===== src/rtl/tkf_pkg.sv =====
// Package with the constants, codes and word types of the terminal keystroke filter.
`timescale 1ns / 1ps

package tkf_pkg;

  localparam int EOL_SLOTS    = 4;
  localparam int EOL_REG_SLOTS = 4;
  localparam int CHAR_W       = 7;
  localparam int DEST_W       = 2;
  localparam int FIFO_DEPTH   = 4;
  localparam int FIFO_AW      = 2;
  localparam int CFG_AW       = 6;
  localparam int CFG_DW       = 64;

  localparam logic [CHAR_W-1:0] CR_CHAR    = 7'h0D;
  localparam logic [CHAR_W-1:0] LF_CHAR    = 7'h0A;
  localparam logic [CHAR_W-1:0] LOWER_A    = 7'h61;
  localparam logic [CHAR_W-1:0] LOWER_Z    = 7'h7A;
  localparam logic [CHAR_W-1:0] CASE_DELTA = 7'h20;

  localparam logic [CHAR_W-1:0] ESCAPE_RESET = 7'd126;
  localparam logic [CHAR_W-1:0] RAISE_RESET  = 7'd1;
  localparam logic [CHAR_W-1:0] FORCE_RESET  = 7'd16;

  typedef enum logic [DEST_W-1:0] {
    DEST_REMOTE = 2'd0,
    DEST_ECHO   = 2'd1,
    DEST_CMD    = 2'd2
  } dest_t;

  typedef enum logic [2:0] {
    REG_ESCAPE   = 3'd0,
    REG_RAISE    = 3'd1,
    REG_FORCE    = 3'd2,
    REG_EOL      = 3'd3,
    REG_CU_MODE  = 3'd4,
    REG_HALF_DUP = 3'd5,
    REG_CMD_LOW  = 3'd6,
    REG_CMD_HIGH = 3'd7
  } reg_idx_t;

  typedef struct packed {
    dest_t             dest;
    logic [CHAR_W-1:0] ch;
    logic              last;
  } result_t;

endpackage


===== src/rtl/terminal_keystroke_filter.sv =====
// Terminal keystroke filter: flag tracking, result generation and result queue.
//
//  channel  | direction | payload
//  ---------+-----------+------------------------------------------------
//  in_      | slave     | tdata[7:0] key_char
//  out_     | master    | tdata[1:0] dest, tdata[8:2] out_char; tlast last
//  cfg_     | APB slave | 8 registers of up to 64 bits at byte address 8*i
//
// A word is accepted in every cycle in which the four-entry result queue holds
// at most one result; its zero to three results are written to the queue in
// that same cycle and leave one per cycle while out_tready is high, so a word
// yielding k results makes k output transfers. Reset is synchronous and restores
// the flags and registers and empties the queue; a stalled output stalls input.
`timescale 1ns / 1ps

module terminal_keystroke_filter
  import tkf_pkg::*;
(
  input  logic              clk,
  input  logic              rst_n,
  input  logic              in_tvalid,
  output logic              in_tready,
  input  logic [7:0]        in_tdata,    // [7:0] key_char
  output logic              out_tvalid,
  input  logic              out_tready,
  output logic [15:0]       out_tdata,   // [1:0] dest, [8:2] out_char, rest zero
  output logic              out_tlast,
  input  logic              cfg_psel,
  input  logic              cfg_penable,
  input  logic              cfg_pwrite,
  input  logic [CFG_AW-1:0] cfg_paddr,
  input  logic [CFG_DW-1:0] cfg_pwdata,
  output logic [CFG_DW-1:0] cfg_prdata,
  output logic              cfg_pready
);

  logic [CHAR_W-1:0] escape_r, raise_r, force_r;
  logic [31:0]       eol_r;
  logic              cu_mode_r, half_dup_r;
  logic [63:0]       cmd_low_r, cmd_high_r;

  logic at_line_start_r, raise_on_r, escape_pending_r, force_pending_r;
  logic at_line_start_nxt, raise_on_nxt, escape_pending_nxt, force_pending_nxt;

  result_t              mem_r [FIFO_DEPTH];
  logic [FIFO_AW-1:0]   wr_ptr_r, rd_ptr_r;
  logic [FIFO_AW:0]     cnt_r;

  logic                 cfg_wr;
  reg_idx_t             cfg_idx;
  logic                 in_acc, out_acc;
  logic [CHAR_W-1:0]    ch;
  logic [127:0]         cmd_mask;
  logic                 ch_eol, ch_cmd;
  result_t              res [3];
  logic [1:0]           n_res;

  assign cfg_pready = 1'b1;
  assign cfg_wr     = cfg_psel & cfg_penable & cfg_pwrite;
  assign cfg_idx    = reg_idx_t'(cfg_paddr[5:3]);

  always_comb begin
    case (cfg_idx)
      REG_ESCAPE:   cfg_prdata = {57'd0, escape_r};
      REG_RAISE:    cfg_prdata = {57'd0, raise_r};
      REG_FORCE:    cfg_prdata = {57'd0, force_r};
      REG_EOL:      cfg_prdata = {32'd0, eol_r};
      REG_CU_MODE:  cfg_prdata = {63'd0, cu_mode_r};
      REG_HALF_DUP: cfg_prdata = {63'd0, half_dup_r};
      REG_CMD_LOW:  cfg_prdata = cmd_low_r;
      REG_CMD_HIGH: cfg_prdata = cmd_high_r;
      default:      cfg_prdata = '0;
    endcase
  end

  // Room for the three results of any word, with one result still waiting.
  assign in_tready  = (cnt_r < (FIFO_AW+1)'(2));
  assign in_acc     = in_tvalid & in_tready;
  assign out_tvalid = (cnt_r != '0);
  assign out_acc    = out_tvalid & out_tready;
  assign out_tdata  = {7'd0, mem_r[rd_ptr_r].ch, mem_r[rd_ptr_r].dest};
  assign out_tlast  = mem_r[rd_ptr_r].last;

  assign ch       = in_tdata[CHAR_W-1:0];
  assign cmd_mask = {cmd_high_r, cmd_low_r};
  assign ch_cmd   = (ch != '0) && cmd_mask[ch];

  always_comb begin
    ch_eol = 1'b0;
    for (int i = 0; i < EOL_SLOTS && i < EOL_REG_SLOTS; i++) begin
      if (eol_r[8*i +: 8] != 8'd0 && eol_r[8*i +: 8] == {1'b0, ch}) ch_eol = 1'b1;
    end
  end

  always_comb begin
    logic [CHAR_W-1:0] up;
    logic              do_ord;
    up = ch;
    if (raise_on_r && ch >= LOWER_A && ch <= LOWER_Z) up = ch - CASE_DELTA;
    do_ord             = 1'b0;
    n_res              = 2'd0;
    for (int k = 0; k < 3; k++) res[k] = '{dest: DEST_REMOTE, ch: '0, last: 1'b0};
    at_line_start_nxt  = at_line_start_r;
    raise_on_nxt       = raise_on_r;
    escape_pending_nxt = escape_pending_r;
    force_pending_nxt  = force_pending_r;

    if (escape_pending_r) begin
      escape_pending_nxt = 1'b0;
      if (ch_cmd) begin
        res[0] = '{dest: DEST_CMD, ch: ch, last: 1'b0};
        n_res  = 2'd1;
      end else begin
        if (escape_r != ch) begin
          res[0] = '{dest: DEST_REMOTE, ch: escape_r, last: 1'b0};
          n_res  = 2'd1;
        end
        do_ord = (ch != '0);
      end
    end else if (force_pending_r) begin
      force_pending_nxt = 1'b0;
      do_ord            = 1'b1;
    end else if (ch == escape_r && at_line_start_r) begin
      escape_pending_nxt = 1'b1;
    end else if (!cu_mode_r && ch == raise_r) begin
      raise_on_nxt = ~raise_on_r;
    end else if (ch == CR_CHAR) begin
      at_line_start_nxt = 1'b1;
      res[0] = '{dest: DEST_REMOTE, ch: CR_CHAR, last: 1'b0};
      res[1] = '{dest: DEST_ECHO, ch: CR_CHAR, last: 1'b0};
      res[2] = '{dest: DEST_ECHO, ch: LF_CHAR, last: 1'b0};
      n_res  = half_dup_r ? 2'd3 : 2'd1;
    end else if (!cu_mode_r && ch == force_r) begin
      force_pending_nxt = 1'b1;
    end else begin
      do_ord = 1'b1;
    end

    // Ordinary path appends after whatever the escape branch produced.
    if (do_ord) begin
      at_line_start_nxt = ch_eol;
      res[n_res] = '{dest: DEST_REMOTE, ch: up, last: 1'b0};
      if (half_dup_r) res[n_res + 2'd1] = '{dest: DEST_ECHO, ch: up, last: 1'b0};
      n_res = n_res + (half_dup_r ? 2'd2 : 2'd1);
    end

    for (int k = 0; k < 3; k++) begin
      if (2'(k) == n_res - 2'd1) res[k].last = 1'b1;
    end
  end

  always_ff @(posedge clk) begin
    if (!rst_n) begin
      escape_r         <= ESCAPE_RESET;
      raise_r          <= RAISE_RESET;
      force_r          <= FORCE_RESET;
      eol_r            <= '0;
      cu_mode_r        <= 1'b0;
      half_dup_r       <= 1'b0;
      cmd_low_r        <= '0;
      cmd_high_r       <= '0;
      at_line_start_r  <= 1'b1;
      raise_on_r       <= 1'b0;
      escape_pending_r <= 1'b0;
      force_pending_r  <= 1'b0;
      wr_ptr_r         <= '0;
      rd_ptr_r         <= '0;
      cnt_r            <= '0;
    end else begin
      if (cfg_wr) begin
        case (cfg_idx)
          REG_ESCAPE:   escape_r   <= cfg_pwdata[CHAR_W-1:0];
          REG_RAISE:    raise_r    <= cfg_pwdata[CHAR_W-1:0];
          REG_FORCE:    force_r    <= cfg_pwdata[CHAR_W-1:0];
          REG_EOL:      eol_r      <= cfg_pwdata[31:0];
          REG_CU_MODE:  cu_mode_r  <= cfg_pwdata[0];
          REG_HALF_DUP: half_dup_r <= cfg_pwdata[0];
          REG_CMD_LOW:  cmd_low_r  <= cfg_pwdata;
          REG_CMD_HIGH: cmd_high_r <= cfg_pwdata;
          default: ;
        endcase
      end
      if (in_acc) begin
        at_line_start_r  <= at_line_start_nxt;
        raise_on_r       <= raise_on_nxt;
        escape_pending_r <= escape_pending_nxt;
        force_pending_r  <= force_pending_nxt;
        wr_ptr_r         <= wr_ptr_r + FIFO_AW'(n_res);
      end
      if (out_acc) rd_ptr_r <= rd_ptr_r + 1'b1;
      cnt_r <= cnt_r + (in_acc ? (FIFO_AW+1)'(n_res) : '0) - (FIFO_AW+1)'(out_acc);
    end
  end

  always_ff @(posedge clk) begin
    if (in_acc) begin
      for (int k = 0; k < 3; k++) begin
        if (2'(k) < n_res) mem_r[wr_ptr_r + FIFO_AW'(k)] <= res[k];
      end
    end
  end

endmodule

===== config.mk =====
export PLATFORM = sky130hd
export DESIGN_NAME = terminal_keystroke_filter
export DESIGN_NICKNAME = d
export VERILOG_FILES = /design/src/rtl/tkf_pkg.sv /design/src/rtl/terminal_keystroke_filter.sv
export SDC_FILE = /design/constraint.sdc
export NUM_CORES = 1
export LEC_CHECK = 0
export ABC_AREA = 1
export BUFFER_PORTS_ARGS = -buffer_cell sky130_fd_sc_hd__clkbuf_2
export CORE_MARGIN = 4
export CORE_UTILIZATION = 59
export DETAILED_ROUTE_END_ITERATION = 10
export PLACE_DENSITY = 0.77
export SETUP_SLACK_MARGIN = 0.3
export SYNTH_ARGS = -nofsm -noshare
export SYNTH_HDL_FRONTEND = slang
export SYNTH_SLANG_ARGS = --single-unit

===== constraint.sdc =====
create_clock -name clk -period 3.44 [get_ports clk]
set_input_delay 0.172 -clock clk [delete_from_list [all_inputs] [get_ports clk]]
set_output_delay 0.172 -clock clk [all_outputs]
set_load 0.005 [all_outputs]

# After elaboration in Yosys (flattened, before gate mapping)
# Memories as Yosys holds them, arrays and structs flattened. A register that Yosys moved wholly into a read port is not among the register bits.
# Cells that the tools add are included.
[totals]
regBits = 194
memories = 1
ramBits = 40
output_inout_bits = 84
in_bits = 85
[mem_list]
columns = ["name", "words", "word_bits", "read_ports", "rd_clocked_by_memory_dff", "wr", "line_no", "source"]
rows = [
  ["mem_r", 4, 10, 1, 1, 3, "terminal_keystroke_filter.sv:45", "result_t mem_r [FIFO_DEPTH];"],
]
[op_classes]
n_lt_le_gt_ge = 11
n_eq_ne = 22
bitwise = 10
n_addsub = 10
n_reduce_logical = 33
muxes = 70
[op_table]
columns = ["operator", "count"]
rows = [
  ["64-bit case mux with 8 select lines", 1],
  ["25-bit two-way mux", 4],
  ["30-bit bitwise mux", 2],
  ["30-bit two-way mux", 2],
  ["10-bit demux with 2-bit select", 2],
  ["1-bit two-way mux", 40],
  ["10-bit two-way mux", 4],
  ["8-bit by 7-bit == test with 1-bit output", 4],
  ["8-bit nonzero test", 4],
  ["2-bit two-way mux", 11],
  ["7-bit == test", 3],
  ["20-bit two-way mux", 1],
  ["2-bit AND reduction", 9],
  ["3-bit == test (second input constant)", 4],
  ["1-bit logical AND", 12],
  ["7-bit by 8-bit < comparator with 1-bit output (second input constant)", 1],
  ["8-bit two-way mux", 1],
  ["2-bit by 1-bit != test with 1-bit output (second input constant)", 4],
  ["1-bit binary-select mux with 7-bit select", 1],
  ["7-bit by 4-bit == test with 1-bit output (second input constant)", 1],
  ["7-bit greater-or-equal comparator (second input constant)", 1],
  ["7-bit <= comparator (second input constant)", 1],
  ["7-bit two-way mux", 1],
  ["7-bit != test", 1],
  ["27 further kinds", 41],
]

# Longest topological paths before layout
[logic_depth]
depth_word = 16
ltp_mapped = 29
ltp_nobuf = 27

# Worst setup path after synthesis
# Ideal clock, no wire load.
[synth_path]
path_kind = "input -> register"
startpoint = "input in_tdata[1]"
endpoint = "register cnt_r[2]"
path_slack_ns = 0.414
path_buffers = 3
stages = 26
arrival_time_ns = 2.908
required_ns = 3.322
setup_ns = 0.118
path_cell_list = "buf_4 buf_6 xor2_1 a21oi_1 nand3_1 nor2_2 nand2_1 nand2_1 nor3_2 nand2_1 nand2_1 inv_2 nand2_2 buf_6 nand2_1 o21a_1 inv_1 nand2_1 ha_1 inv_1 ha_1 inv_1 fa_1 xor2_1 inv_1 nor2_1"
[synth_between]
elab_chain_len = 12
word_cells_on_any_way = 31
classes_between = "3 x add/sub; 5 x eq/ne; 18 x mux; 5 x reduce/logical"
[synth_rtl]
columns = ["element", "line_no", "source"]
rows = [
  ["start, declared", "terminal_keystroke_filter.sv:23", "input logic [7:0] in_tdata,"],
  ["branches (longest 8 deep; another with 2-bit adder)", "n/a", ""],
  ["2-bit two-way mux *", "terminal_keystroke_filter.sv:140", "if (do_ord) begin"],
  ["2-bit two-way mux *", "terminal_keystroke_filter.sv:191", "cnt_r <= cnt_r + (in_acc ? (FIFO_AW+1)'(n_res) : '0) - (FIFO_AW+1)'(out_acc);"],
  ["3-bit by 2-bit adder with 3-bit output *", "terminal_keystroke_filter.sv:191", ""],
  ["3-bit by 1-bit subtractor with 3-bit output *", "terminal_keystroke_filter.sv:191", ""],
  ["end signal, assigned", "terminal_keystroke_filter.sv:191", ""],
  ["end, declared", "terminal_keystroke_filter.sv:47", "logic [FIFO_AW:0] cnt_r;"],
]
# Every way passes the cells marked *. The select of a mux whose other input is x is not followed.
# A chain may end at the register's enable or synchronous reset.

# Worst setup path in the final report
[layout_path]
startpoint = "register cmd_high_r[63]"
endpoint = "register cnt_r[2]"
[layout_between]
elab_chain_len = 10
word_cells_on_any_way = 12
classes_between = "3 x add/sub; 8 x mux; 1 x reduce/logical"
[layout_rtl]
columns = ["element", "line_no", "source"]
rows = [
  ["start, declared", "terminal_keystroke_filter.sv:40", "logic [63:0] cmd_low_r, cmd_high_r;"],
  ["start signal, assigned", "terminal_keystroke_filter.sv:179", "REG_CMD_HIGH: cmd_high_r <= cfg_pwdata;"],
  ["1-bit binary-select mux with 7-bit select *", "terminal_keystroke_filter.sv:86", "assign ch_cmd = (ch != '0) && cmd_mask[ch];"],
  ["1-bit two-way mux (implied by the code) *", "terminal_keystroke_filter.sv:86", ""],
  ["1-bit logical AND *", "terminal_keystroke_filter.sv:86", ""],
  ["1-bit two-way mux", "terminal_keystroke_filter.sv:110", "if (ch_cmd) begin"],
  ["2-bit two-way mux", "terminal_keystroke_filter.sv:108", "if (escape_pending_r) begin"],
  ["2-bit adder", "terminal_keystroke_filter.sv:144", "n_res = n_res + (half_dup_r ? 2'd2 : 2'd1);"],
  ["2-bit two-way mux *", "terminal_keystroke_filter.sv:140", ""],
  ["2-bit two-way mux *", "terminal_keystroke_filter.sv:191", ""],
  ["3-bit by 2-bit adder with 3-bit output *", "terminal_keystroke_filter.sv:191", ""],
  ["3-bit by 1-bit subtractor with 3-bit output *", "terminal_keystroke_filter.sv:191", ""],
]
# Every way passes the cells marked *; elsewhere a longest branch is shown, timed or not. The select of a mux whose other input is x is not followed.

==> run metrics <==
hold crit path type primary input to flop; DRT Wirelength 42.4 mm; CP bufs+invs 5; CP Launch Type flop; I/O pins 169; ys async rst share 0; commonest non-fill, non-tap cells in the layout 431 x nand2_1, 249 x o21ai_0, 221 x nor2_1; Synth Register Bits 236; H-tree depth 1; clock sinks 236; TritonCTS clock tree yes; clk slew on worst S/H paths 0.06 ns; P_leak 6.92 nW; maxcap violations 0; final max-slew violation count 0; row count 53; CP required 3.85 ns; CTS root buf clkbuf_16; post-synth cell types 50; WL/cell 17.8 um; Critical Path Start cmd_high_r[63]$_SDFFE_PN0P_; Die X 156 um; Netlist Area Pre-Place 12900 um2; Die Span Y 156 um; Initial Utilization 0.606; hold depth 4; worst hold slack 0.0160 ns; vias 14000; die area 24200 um2; Switching Share 0.280; clock share of power 0.390; Max rail drop VDD 0.334 mV; Post-synth EDFFs 40; initial antenna violation count 0; area grow syn2layout 21.6%; GPL Wtd Cong 0.963; dpl hpwl 28.2 mm; slew margin rel. 0.257; # DRC 0; 1st-iter DRT viols 1462; Via density 5.87; final worst slack 0.320 ns; reg-to-reg startpoint cmd_high_r[63]$_SDFFE_PN0P_; delay-heaviest family, CP simple AND/OR/NAND/NOR gates; Pwr Density 433 nW/um2; Clock Latency Late Sink 0.54 ns; crit path DAT 3.53 ns; Psw 1.89 mW; Inserted Clock Buffers 25; Final period util 0.907; number of port buffers 156; critical setup path kind flop to flop; largest net degree at the start of global routing 158; Hold Startpoint out_tready; Synth warnings 0; n_diodes 0; Slowest cell on crit path fa_2; worst-path maximum fanout 4; worst-margin pin slew 1.11 ns; Max clock buf depth 3; Core ar. 21200 um2; first-pass GRT wire length 66.9 mm; RSZ-0062 raised after global routing yes; Max Clock Freq 0.320 GHz; Gate power share 0.167; part of the power in registers 0.443; Pwr Total 6.76 mW; Final Hold Viols 0; 1st-pass router iterations 5; ANT nets after route 0; Overall Global Routing Usage 0.337; CP max stage delay 0.33 ns; fin crit period 3.12 ns; post-synthesis sequential area ratio 0.399; most common cell after layout, fill and taps aside nand2_1; vias in the first global route 12900; ratio of cells with drive above 1 in the final layout 0.164; reg2reg end cnt_r[2]$_SDFF_PN0_; final setup violating endpoints 0; path depth of the worst reg2reg path 25; ys flop type dfxtp_1; CP Capture Type flop; Nets 2178; R2R setup slack 0.32 ns; Cells after Synth 1878; status finished clean; pre-CTS setup slack -0.00706 ns; Clock Skews 0.0205 ns; P_int 4.87 mW; syn_area_per_cell 6.85 um2; Final Util 0.737; grt total ovfl 0
power by group through the flow:
stage / Clock [mW] / Sequential, mW / Combinational (mW)
detailed placement: 0 / 3.06 / 1.03
global placement: 0 / 3.05 / 0.996
global route: 2.75 / 3.01 / 1.25
floorplan: 0 / 3.02 / 0.667
CTS: 2.64 / 3.00 / 1.09
finish: 2.64 / 3.00 / 1.13
synth_stat cells, drive strengths merged (2+ instances only):
cell / count / area share
o211ai: 15 / 0.0088
conb: 2 / 0.00058
a211oi: 2 / 0.0012
nand2: 442 / 0.13
o2111ai: 9 / 0.0061
dfxtp: 196 / 0.31
xor2: 20 / 0.014
o21ai: 256 / 0.10
inv: 161 / 0.047
a22oi: 14 / 0.0082
nand3: 102 / 0.043
clkinv: 10 / 0.0029
nand4: 10 / 0.0049
edfxtp: 40 / 0.093
buf: 46 / 0.024
o221ai: 7 / 0.0048
a22o: 11 / 0.0075
ha: 5 / 0.0049
nor4: 5 / 0.0024
o21a: 3 / 0.0018
a221oi: 7 / 0.0048
xnor2: 9 / 0.0061
a21oi: 134 / 0.052
nor3: 16 / 0.0078
nor2: 238 / 0.073
o22ai: 36 / 0.018
clkbuf: 72 / 0.021
what timing repair did:
action                                  4_1_cts  5_1_grt
pin swaps                                     5       14
hold buffers                                 65        0
resized for setup                            11       38
endpoints found under the setup margin        2       38
buffers inserted                              2        6
hold endpoints to repair                    152        0
cells by family after synthesis:
logic type,Yosys count,share of synthesized area
buffers and inverters,289,0.0945
xor gates and xnor gates,29,0.0198
AOI/OAI and AO/OA,501,0.217
other,2,0.000584
and+or+nand+nor,815,0.263
DFF,236,0.399
adders and majority gates,6,0.00642
worst reg2reg max path, cell delays in order (launching register included):
cell     delay (ns)
dfxtp_1        0.30
inv_1          0.09
nand2_1        0.06
nand3_1        0.10
nand3_1        0.07
nand2_1        0.06
nand2_1        0.07
nor2_2         0.13
nor2_2         0.05
nor2_2         0.13
nand2_1        0.10
nand2_2        0.12
nand2_4        0.08
nand3_4        0.09
nand3_2        0.10
o21a_1         0.21
inv_1          0.07
nand2_1        0.06
ha_1           0.31
inv_1          0.06
ha_1           0.14
inv_1          0.05
fa_2           0.33
xor2_1         0.16
inv_1          0.06
nor2_1         0.03
layout make-up:
type,count,area (um2)
Fill cell,1757,5590
Tap cell,275,344
Sequential cell,236,5130
Clock inverter,10,73.8
Clock buffer,34,711
Timing Repair Buffer,294,2110
Multi-Input combinational cell,1359,6630
Inverter,171,642
metal layers:
metal | vias up | global-route usage | wire length [um]
met5 | - | 0 | 0
met4 | 0 | 0.0992 | 1350
met3 | 125 | 0.0497 | 4360
met2 | 762 | 0.545 | 19200
met1 | 6441 | 0.472 | 17500
li1 | 6646 | - | -
worst max path at each step:
stage / to / slack, ns / cells after the start
final: cnt_r[2]$_SDFF_PN0_ / 0.32 / 25
after floorplan: cnt_r[2]$_SDFF_PN0_ / 0.41 / 26
after global placement: cnt_r[2]$_SDFF_PN0_ / 0.06 / 27
after global routing: cnt_r[2]$_SDFF_PN0_ / 0.12 / 25
after CTS: cnt_r[2]$_SDFF_PN0_ / 0.30 / 25
after detailed placement: cnt_r[2]$_SDFF_PN0_ / -0.007 / 27
per-stage QoR:
stage	instance area, um2	TNS (ns)	std cells
2_1_floorplan	12900	0	1884
3_3_place_gp	14100	0	2262
3_5_place_dp	14100	-0.00706	2262
4_1_cts	15500	0	2373
5_1_grt	15600	0	2379
6_report	15600	0	2379
sequential cells by signal, indices dropped and copies added, names as in the netlist, 3 cells and up, named ones only:
name / count
cmd_high_r: 64
cmd_low_r: 64
cnt_r: 3
eol_r: 32
escape_r: 7
force_r: 7
mem_r: 40
raise_r: 7
No activity file was read; power rests on OpenSTA's default activity.
